`config.mk`:
```
export PLATFORM = sky130hd
export DESIGN_NAME = cobs_frame_encoder
export DESIGN_NICKNAME = d
export VERILOG_FILES = /design/src/rtl/core/cfe_pkg.sv /design/src/rtl/core/cobs_frame_encoder.sv /design/src/rtl/core/cfe_ram.sv /design/src/rtl/core/cfe_core.sv
export VERILOG_INCLUDE_DIRS = /design/src /design/src/rtl/core
export SDC_FILE = /design/constraint.sdc
export NUM_CORES = 2
export LEC_CHECK = 0
export ABC_AREA = 1
export BUFFER_PORTS_ARGS = -buffer_cell sky130_fd_sc_hd__buf_2
export CORE_UTILIZATION = 25
export CTS_CLUSTER_SIZE = 30
export DETAILED_ROUTE_END_ITERATION = 10
export MAX_ROUTING_LAYER = met4
export SLEW_MARGIN = 20
export SYNTH_ARGS = -nofsm -noshare
export SYNTH_HDL_FRONTEND = slang
export SYNTH_SLANG_ARGS = --single-unit
export TNS_END_PERCENT = 100
```
`constraint.sdc`:
```
create_clock -name clock -period 4.2 [get_ports clock]
set_input_delay 0.63 -clock clock [delete_from_list [all_inputs] [get_ports clock]]
set_output_delay 0.63 -clock clock [all_outputs]
set_load 0.1 [all_outputs]
```
`src/rtl/core/cobs_frame_encoder_defines.svh`:
```
// Assertion macros shared by the COBS frame encoder RTL
`ifndef COBS_FRAME_ENCODER_DEFINES_SVH
`define COBS_FRAME_ENCODER_DEFINES_SVH

// Same-cycle implication, disabled while in reset
`define CFE_ASSERT_IMPL(lbl, clk, rst, ante, cons) \
   lbl: assert property (@(posedge clk) disable iff (rst) (ante) |-> (cons)) \
      else $error("cobs_frame_encoder: assertion failed");

// Next-cycle implication, disabled while in reset
`define CFE_ASSERT_NEXT(lbl, clk, rst, ante, cons) \
   lbl: assert property (@(posedge clk) disable iff (rst) (ante) |=> (cons)) \
      else $error("cobs_frame_encoder: assertion failed");

`endif

```
`src/rtl/core/cfe_pkg.sv`:
```
// Types and constants of the COBS frame encoder
package cfe_pkg;

   localparam int BLOCK_MAX = 254;
   localparam int FILL_W    = 8;

   localparam logic OP_PUSH = 1'b0;
   localparam logic OP_PULL = 1'b1;

   localparam logic [7:0] DELIMITER = 8'h00;

   typedef struct packed {
      logic       operation;
      logic [7:0] raw_byte;
      logic       raw_last;
   } cfe_item_type;

   typedef struct packed {
      logic       push_taken;
      logic       byte_valid;
      logic [7:0] coded_byte;
      logic       frame_done;
      logic       drain_busy;
   } cfe_result_type;

endpackage

```
`src/rtl/core/cobs_frame_encoder.sv`:
```
// Top level of the COBS frame encoder: stream ports, register and result stage
//
// COBS frame encoder. Each req item either pushes one raw frame byte (tuser 0)
// or pulls one encoded byte (tuser 1); every item yields exactly one rsp item.
// Up to 254 nonzero bytes are held in an on-chip block store; a zero byte, a
// full run or the frame's last byte closes the block, after which pulls return
// the code byte, the data bytes, an extra 0x01 code where the frame ended on a
// zero or a full run, and the optional 0x00 delimiter. Pushes during a drain
// come back with push_taken low. One item is accepted per clock unless rsp is
// stalled: the store is prefetched ahead of each pull, and the registered rsp
// stage accepts a new item in the same cycle its held result is taken.
// The delimiter enable is sampled when a frame's last byte is pushed.
`include "cobs_frame_encoder_defines.svh"
module cobs_frame_encoder (
   input  logic        clock,
   input  logic        reset,
   // request stream
   input  logic        req_tvalid,
   output logic        req_tready,
   input  logic [7:0]  req_tdata,   // [7:0] raw_byte
   input  logic [0:0]  req_tuser,   // [0] operation
   input  logic        req_tlast,   // raw_last
   // result stream
   output logic        rsp_tvalid,
   input  logic        rsp_tready,
   output logic [15:0] rsp_tdata,   // [0] push_taken, [1] byte_valid,
                                    // [9:2] coded_byte, [10] drain_busy
   output logic        rsp_tlast,   // frame_done
   // configuration
   input  logic        csr_valid,
   output logic        csr_ready,
   input  logic        csr_data     // append_delimiter
);
   import cfe_pkg::*;

   logic           step;
   cfe_item_type   item;
   cfe_result_type result;
   cfe_result_type rsp_res_ff;
   logic           rsp_valid_ff;
   logic           append_ff;

   assign req_tready = !rsp_valid_ff || rsp_tready;
   assign step       = req_tvalid && req_tready;
   assign csr_ready  = 1'b1;

   assign item.operation = req_tuser[0];
   assign item.raw_byte  = req_tdata;
   assign item.raw_last  = req_tlast;

   cfe_core u_core (
      .clock            (clock),
      .reset            (reset),
      .step             (step),
      .item             (item),
      .append_delimiter (append_ff),
      .result           (result)
   );

   always_ff @(posedge clock) begin
      if (reset) begin
         rsp_valid_ff <= 1'b0;
         append_ff    <= 1'b1;
      end else begin
         if (step) begin
            rsp_valid_ff <= 1'b1;
         end else if (rsp_tready) begin
            rsp_valid_ff <= 1'b0;
         end
         if (csr_valid && csr_ready) begin
            append_ff <= csr_data;
         end
      end
   end

   always_ff @(posedge clock) begin
      if (step) begin
         rsp_res_ff <= result;
      end
   end

   assign rsp_tvalid = rsp_valid_ff;
   assign rsp_tdata  = {5'b0, rsp_res_ff.drain_busy, rsp_res_ff.coded_byte,
                        rsp_res_ff.byte_valid, rsp_res_ff.push_taken};
   assign rsp_tlast  = rsp_res_ff.frame_done;

   `CFE_ASSERT_IMPL(a_done_needs_byte, clock, reset, rsp_valid_ff && rsp_res_ff.frame_done, rsp_res_ff.byte_valid)
   `CFE_ASSERT_IMPL(a_done_ends_drain, clock, reset, rsp_valid_ff && rsp_res_ff.frame_done, !rsp_res_ff.drain_busy)
   `CFE_ASSERT_IMPL(a_push_or_pull, clock, reset, rsp_valid_ff, !(rsp_res_ff.push_taken && rsp_res_ff.byte_valid))
   `CFE_ASSERT_NEXT(a_item_gives_result, clock, reset, step, rsp_valid_ff)

endmodule

```
`src/rtl/core/cfe_ram.sv`:
```
// Generic single-write, single-read RAM with registered read data
module cfe_ram #(
   parameter int WIDTH = 8,
   parameter int DEPTH = 254,
   localparam int ADDR_W = (DEPTH > 1) ? $clog2(DEPTH) : 1
) (
   input  logic              clock,
   input  logic              wr_en,
   input  logic [ADDR_W-1:0] wr_addr,
   input  logic [WIDTH-1:0]  wr_data,
   input  logic [ADDR_W-1:0] rd_addr,
   output logic [WIDTH-1:0]  rd_data
);

   logic [WIDTH-1:0] mem_ff [0:DEPTH-1];
   logic [WIDTH-1:0] rd_data_ff;

   always_ff @(posedge clock) begin
      if (wr_en) begin
         mem_ff[wr_addr] <= wr_data;
      end
      rd_data_ff <= mem_ff[rd_addr];
   end

   assign rd_data = rd_data_ff;

endmodule

```
`src/rtl/core/cfe_core.sv`:
```
// COBS block buffer, drain sequencing and per-item result logic
module cfe_core (
   input  logic                    clock,
   input  logic                    reset,
   input  logic                    step,
   input  cfe_pkg::cfe_item_type   item,
   input  logic                    append_delimiter,
   output cfe_pkg::cfe_result_type result
);
   import cfe_pkg::*;

   logic [FILL_W-1:0] fill_ff, fill_in;
   logic [FILL_W-1:0] pos_ff, pos_in;
   logic              draining_ff, draining_in;
   logic              tail_ff, tail_in;
   logic              delim_ff, delim_in;
   logic              closing_ff, closing_in;

   logic              wr_en;
   logic [FILL_W-1:0] rd_addr;
   logic [7:0]        rd_data;
   logic [FILL_W-1:0] fill_inc;
   logic              is_zero;

   always_comb begin
      fill_in     = fill_ff;
      pos_in      = pos_ff;
      draining_in = draining_ff;
      tail_in     = tail_ff;
      delim_in    = delim_ff;
      closing_in  = closing_ff;
      result      = '0;
      wr_en       = 1'b0;
      fill_inc    = fill_ff + FILL_W'(1);
      is_zero     = (item.raw_byte == DELIMITER);

      if (step) begin
         if (item.operation == OP_PUSH) begin
            if (!draining_ff) begin
               result.push_taken = 1'b1;
               if (!is_zero) begin
                  wr_en   = 1'b1;
                  fill_in = fill_inc;
               end
               // zero byte, full run or end of frame closes the block
               if (is_zero || fill_in == FILL_W'(BLOCK_MAX) || item.raw_last) begin
                  draining_in = 1'b1;
                  pos_in      = '0;
                  tail_in     = item.raw_last &&
                                (is_zero || fill_in == FILL_W'(BLOCK_MAX));
                  closing_in  = item.raw_last;
                  delim_in    = item.raw_last && append_delimiter;
               end
            end
         end else if (draining_ff) begin
            result.byte_valid = 1'b1;
            if (pos_ff <= fill_ff) begin
               result.coded_byte = (pos_ff == '0) ? fill_inc : rd_data;
               pos_in = pos_ff + FILL_W'(1);
               if (pos_ff == fill_ff) begin
                  if (tail_ff) begin
                     // follow with an empty block: code byte only
                     fill_in = '0;
                     pos_in  = '0;
                     tail_in = 1'b0;
                  end else if (!delim_ff) begin
                     result.frame_done = closing_ff;
                     draining_in = 1'b0;
                     fill_in     = '0;
                     pos_in      = '0;
                     closing_in  = 1'b0;
                  end
               end
            end else begin
               result.coded_byte = DELIMITER;
               result.frame_done = 1'b1;
               draining_in = 1'b0;
               fill_in     = '0;
               pos_in      = '0;
               tail_in     = 1'b0;
               delim_in    = 1'b0;
               closing_in  = 1'b0;
            end
         end
      end

      result.drain_busy = draining_in;

      // prefetch the data byte that the next pull will need
      if (pos_in == '0 || pos_in > FILL_W'(BLOCK_MAX)) begin
         rd_addr = '0;
      end else begin
         rd_addr = pos_in - FILL_W'(1);
      end
   end

   always_ff @(posedge clock) begin
      if (reset) begin
         fill_ff     <= '0;
         pos_ff      <= '0;
         draining_ff <= 1'b0;
         tail_ff     <= 1'b0;
         delim_ff    <= 1'b0;
         closing_ff  <= 1'b0;
      end else begin
         fill_ff     <= fill_in;
         pos_ff      <= pos_in;
         draining_ff <= draining_in;
         tail_ff     <= tail_in;
         delim_ff    <= delim_in;
         closing_ff  <= closing_in;
      end
   end

   cfe_ram #(
      .WIDTH (8),
      .DEPTH (BLOCK_MAX)
   ) u_block_store (
      .clock   (clock),
      .wr_en   (wr_en),
      .wr_addr (fill_ff),
      .wr_data (item.raw_byte),
      .rd_addr (rd_addr),
      .rd_data (rd_data)
   );

endmodule
```
==> metrics.txt <==
# TYPE chip_impl_metric gauge
chip_impl_metric{name="grt_antenna_before_repair",unit=""} 13
chip_impl_metric{name="synth_enable_flop_cells",unit=""} 2044
chip_impl_metric{name="timing.reg2reg.worst_path_depth",unit=""} 37
chip_impl_metric{name="cts.sink_count",unit=""} 2074
chip_impl_metric{name="grt_use_total",unit="%"} 15.18
chip_impl_metric{name="synthesized_area_per_cell",unit="µm²"} 10.38
chip_impl_metric{name="die_area",unit="mm²"} 0.3713
chip_impl_metric{name="flow.area_growth_from_synthesis",unit="%"} 22.39
chip_impl_metric{name="timing.clock.skew",unit="ns"} 0.05609
chip_impl_metric{name="critical_path_buf_inv_count",unit=""} 10
chip_impl_metric{name="port-buffer-count",unit=""} 29
chip_impl_metric{name="netlist.area_leader.share",unit="%"} 66.56
chip_impl_metric{name="power.density",unit="mW/mm²"} 484.5
chip_impl_metric{name="finalWeightedCongestion",unit=""} 0.9073
chip_impl_metric{name="post_drt_via_cell_ratio",unit=""} 4.648
chip_impl_metric{name="cp_max_fo",unit=""} 16
chip_impl_info{name="clock_tree_from_tritoncts",value="done"} 1
chip_impl_metric{name="drt_iter0_markers",unit=""} 7683
chip_impl_metric{name="floorplan.initialDensity",unit="%"} 25.17
chip_impl_info{name="status",value="complete, but fails checks"} 1
chip_impl_metric{name="finish.net_count",unit=""} 9418
chip_impl_metric{name="slew_violations",unit=""} 0
chip_impl_metric{name="gr-total-overflow",unit=""} 0
chip_impl_metric{name="worstSkewPairLatency",unit="ns"} 0.88
chip_impl_info{name="cell_at_the_slowest_stage_of_the_critical_path",value="dfxtp_4"} 1
chip_impl_info{name="top_cells_by_area_synth",value="edfxtp_1 (67%), nand3_1 (8.6%), nand2_1 (7.4%), inv_1 (6.0%), nand4_1 (2.6%)"} 1
chip_impl_metric{name="max_cap_viol_count",unit=""} 0
chip_impl_metric{name="first_pass_iters",unit=""} 7
chip_impl_info{name="worstSetupPathType",value="reg -> reg"} 1
chip_impl_metric{name="min_period_over_period",unit="%"} 107.4
chip_impl_metric{name="synthesized_netlist_cell_count",unit=""} 8880
chip_impl_metric{name="max_root_sink_buffers",unit=""} 4
chip_impl_info{name="worstHoldPathType",value="in -> reg"} 1
chip_impl_metric{name="numCtsBuffers",unit=""} 212
chip_impl_metric{name="route.vias.total",unit=""} 66796
chip_impl_metric{name="core_region",unit="mm²"} 0.3664
chip_impl_metric{name="final-setup-viol-count",unit=""} 8
chip_impl_info{name="synth_common_cells",value="edfxtp_1 (2044), nand2_1 (1808), nand3_1 (1581), inv_1 (1468), nor2_1 (543)"} 1
chip_impl_metric{name="drive_above_1_share",unit="%"} 16.06
chip_impl_metric{name="cp_slowest_stage_delay",unit="ns"} 0.39
chip_impl_info{name="worst_path_most_repeated_cell",value="nand2_2"} 1
chip_impl_metric{name="hold_path_depth",unit=""} 5
chip_impl_info{name="ctsRootBufferMaster",value="clkbuf_16"} 1
chip_impl_metric{name="finish.instance_area",unit="mm²"} 0.1129
chip_impl_metric{name="seq_area_frac_synth",unit="%"} 67.21
chip_impl_info{name="synth_area_leader_cell",value="edfxtp_1"} 1
chip_impl_metric{name="achievable_freq",unit="GHz"} 0.2216
chip_impl_info{name="endpoint_class_of_the_critical_path",value="flip-flop"} 1
chip_impl_metric{name="critPathRequiredTime",unit="ns"} 4.95
chip_impl_info{name="terminus_of_the_critical_flop_to_flop_path",value="u_core.u_block_store.rd_data[0]"} 1
chip_impl_info{name="failed_checks",value="negative setup slack"} 1
chip_impl_info{name="critical-path-top-delay-family",value="simple AND/OR/NAND/NOR gates"} 1
chip_impl_metric{name="die_h",unit="µm"} 609.4
chip_impl_metric{name="worst_slew_margin_rel",unit="%"} 22.91
chip_impl_info{name="yosys.cell_count.top_type",value="edfxtp_1"} 1
chip_impl_metric{name="post_dp_cell_area",unit="mm²"} 0.1025
chip_impl_metric{name="ys_warns",unit=""} 0
chip_impl_metric{name="finalWorstSetupSlack",unit="ns"} -0.3123
chip_impl_metric{name="die_wd",unit="µm"} 609.4
chip_impl_metric{name="top_level_ports",unit=""} 36
chip_impl_metric{name="hpwl",unit="mm"} 168.7
chip_impl_info{name="min_delay_worst_endpoint",value="rsp_tvalid"} 1
chip_impl_metric{name="via_count_of_the_first_global_routing_pass",unit=""} 64040
chip_impl_metric{name="htree_levels",unit=""} 4
chip_impl_metric{name="avg_wl_per_cell",unit="µm"} 19.69
chip_impl_metric{name="cts.clk_slew.worst_paths",unit="ns"} 0.06
chip_impl_metric{name="grt_pass1_wl",unit="mm"} 417.0
chip_impl_metric{name="timing.critical_path.arrival",unit="ns"} 5.26
chip_impl_info{name="timing.rr.start",value="u_core.fill_ff[1]"} 1
chip_impl_metric{name="post_synth_num_cell_types",unit=""} 42
chip_impl_metric{name="drt-total-wl",unit="mm"} 283.0
chip_impl_metric{name="peak_supply_drop",unit="mV"} 0.3342
chip_impl_metric{name="grt_max_degree",unit=""} 153
chip_impl_metric{name="synth_seq_cells",unit=""} 2074
chip_impl_metric{name="antenna_left",unit=""} 0
chip_impl_metric{name="tot_pwr",unit="µW"} 54690
chip_impl_metric{name="min_period",unit="ns"} 4.512
chip_impl_metric{name="post-route-drc-count",unit=""} 0
chip_impl_metric{name="worst_pin_slew",unit="ns"} 1.152
chip_impl_info{name="unrepaired_setup_endpoints_after_global_routing",value="yes"} 1
chip_impl_metric{name="syn-cell-area",unit="mm²"} 0.09222
chip_impl_info{name="top_ff_cell_synth",value="edfxtp_1"} 1
chip_impl_metric{name="timing.final.hold_violations",unit=""} 0
chip_impl_metric{name="leakage",unit="µW"} 0.04499
chip_impl_info{name="hold_path.startpoint",value="rsp_tready"} 1
chip_impl_info{name="setup.worst_path.start_class",value="flip-flop"} 1
chip_impl_metric{name="floorplan.rows",unit=""} 222
chip_impl_metric{name="worst-r2r-setup-slack",unit="ns"} -0.31
chip_impl_metric{name="synth_async_sr_flop_share",unit="%"} 0
-- cell usage in the layout (no fill, tap or decap), types with 10 or more instances in the layout --
master / count
o21ai_0: 113
buf_12: 119
clkbuf_16: 219
clkinv_1: 52
bufinv_16: 21
dfxtp_1: 19
clkbuf_1: 45
nand2_2: 56
buf_6: 37
buf_4: 630
inv_1: 1455
clkinv_2: 40
nor2_4: 21
a21oi_2: 10
nand3_1: 1396
nand4_1: 379
nor3_1: 11
a21oi_1: 51
nand2_1: 1753
nand3_2: 164
o21ai_1: 18
or2_2: 38
ha_4: 11
buf_16: 23
inv_2: 16
o211ai_1: 117
edfxtp_1: 2044
buf_2: 21
buf_8: 14
nor2_1: 518
nand3_4: 26
-- per-layer routing --
| layer | share of wire, % | wire, µm | GRT usage (%) | vias up |
|---|---|---|---|---|
| met2 | 45 | 128600 | 23.27 | 2896 |
| met3 | 8.8 | 24920 | 2.574 | 546 |
| met5 | 0 | 0 | - | - |
| met4 | 3.7 | 10340 | 5.298 | 0 |
| met1 | 42 | 119100 | 20.23 | 32494 |
| li1 | - | - | - | 30860 |
-- power breakdown --
part	leakage, µW	internal [µW]	switching, µW
logic	0.0231	4570	8520
registers	0.0186	22800	88.4
clock network	0.00327	10600	8060
-- through the flow --
stage          utilization (%)  std cells  TNS [ns]  hold WS (ns)  setup WS [ns]
5_1_grt                  30.81      14371    -3.239        0.1199        -0.4265
6_report                 30.81      14372    -2.172        0.1242        -0.3123
4_1_cts                  30.59      14357    -1.547       0.07558        -0.1848
3_5_place_dp             27.97      13838    -16.37        0.4533         -2.102
2_1_floorplan                -       8884         0        0.4390        0.01984
3_3_place_gp             27.97      13838    -17.45        0.4490         -2.251
-- flip-flops by register name, indices dropped and copies added (netlist names), 8 cells and up --
| name | flops |
|---|---|
| u_core.fill_ff | 8 |
| u_core.u_block_store.rd_data | 8 |
| u_core.pos_ff | 8 |
| u_core.u_block_store.mem_ff | 2032 |
| rsp_tdata | 11 |
-- cell type report --
| class | count | area, µm² |
|---|---|---|
| Multi-Input combinational cell | 4757 | 23700 |
| Timing Repair Buffer | 858 | 8850 |
| Inverter | 1482 | 5600 |
| Antenna cell | 4 | 10.01 |
| Sequential cell | 2074 | 62000 |
| Tap cell | 4816 | 6026 |
| Clock inverter | 120 | 1132 |
| Clock buffer | 261 | 5552 |
| Fill cell | 36695 | 253500 |
-- kinds of logic (layout without fill, tap and decap cells) --
family	after synthesis	count (layout)	synth area share, %
simple gates	4397	4397	21.34
fa+ha+maj	17	17	0.2306
compound gates	326	326	2.121
flops	2074	2074	67.21
xor+xnor	10	10	0.1031
other cells	2	10	0.008144
mux	1	1	0.01085
buf+inv	2053	2721	8.976
-- worst register-to-register path, delay by kind of cell (launching register included) --
kind	cells	cell delay [ns]
adder cells (fa/ha/maj)	1	0.16
AO/OA/AOI/OAI	1	0.09
AND/OR/NAND/NOR	25	2.38
flip-flops	1	0.39
buffers and inverters	10	1.42
-- what timing repair did --
item | 4_1_cts | 5_1_grt
buffers inserted | 123 | 26
endpoints found under the setup margin | 8 | 12
hold buffers | 2 | 0
pin swaps | 96 | 91
endpoints found under the hold margin | 1 | 0
cloned | 19 | 5
resized for setup | 305 | 142
-- how the worst max path moves through the flow --
stage,slack (ns),endpoint,from,cells past startpoint
3_3_place_gp,-2.25,u_core.u_block_store.rd_data[0],req_tdata[2],38
2_1_floorplan,0.02,u_core.u_block_store.rd_data[0],u_core.fill_ff[3],35
3_5_place_dp,-2.10,u_core.u_block_store.rd_data[0],req_tdata[2],38
4_1_cts,-0.18,u_core.closing_ff,u_core.fill_ff[1],36
5_1_grt,-0.43,u_core.u_block_store.rd_data[7],u_core.fill_ff[1],40
6_report,-0.31,u_core.u_block_store.rd_data[0],u_core.fill_ff[1],37
No activity file was read; power rests on OpenSTA's default activity.
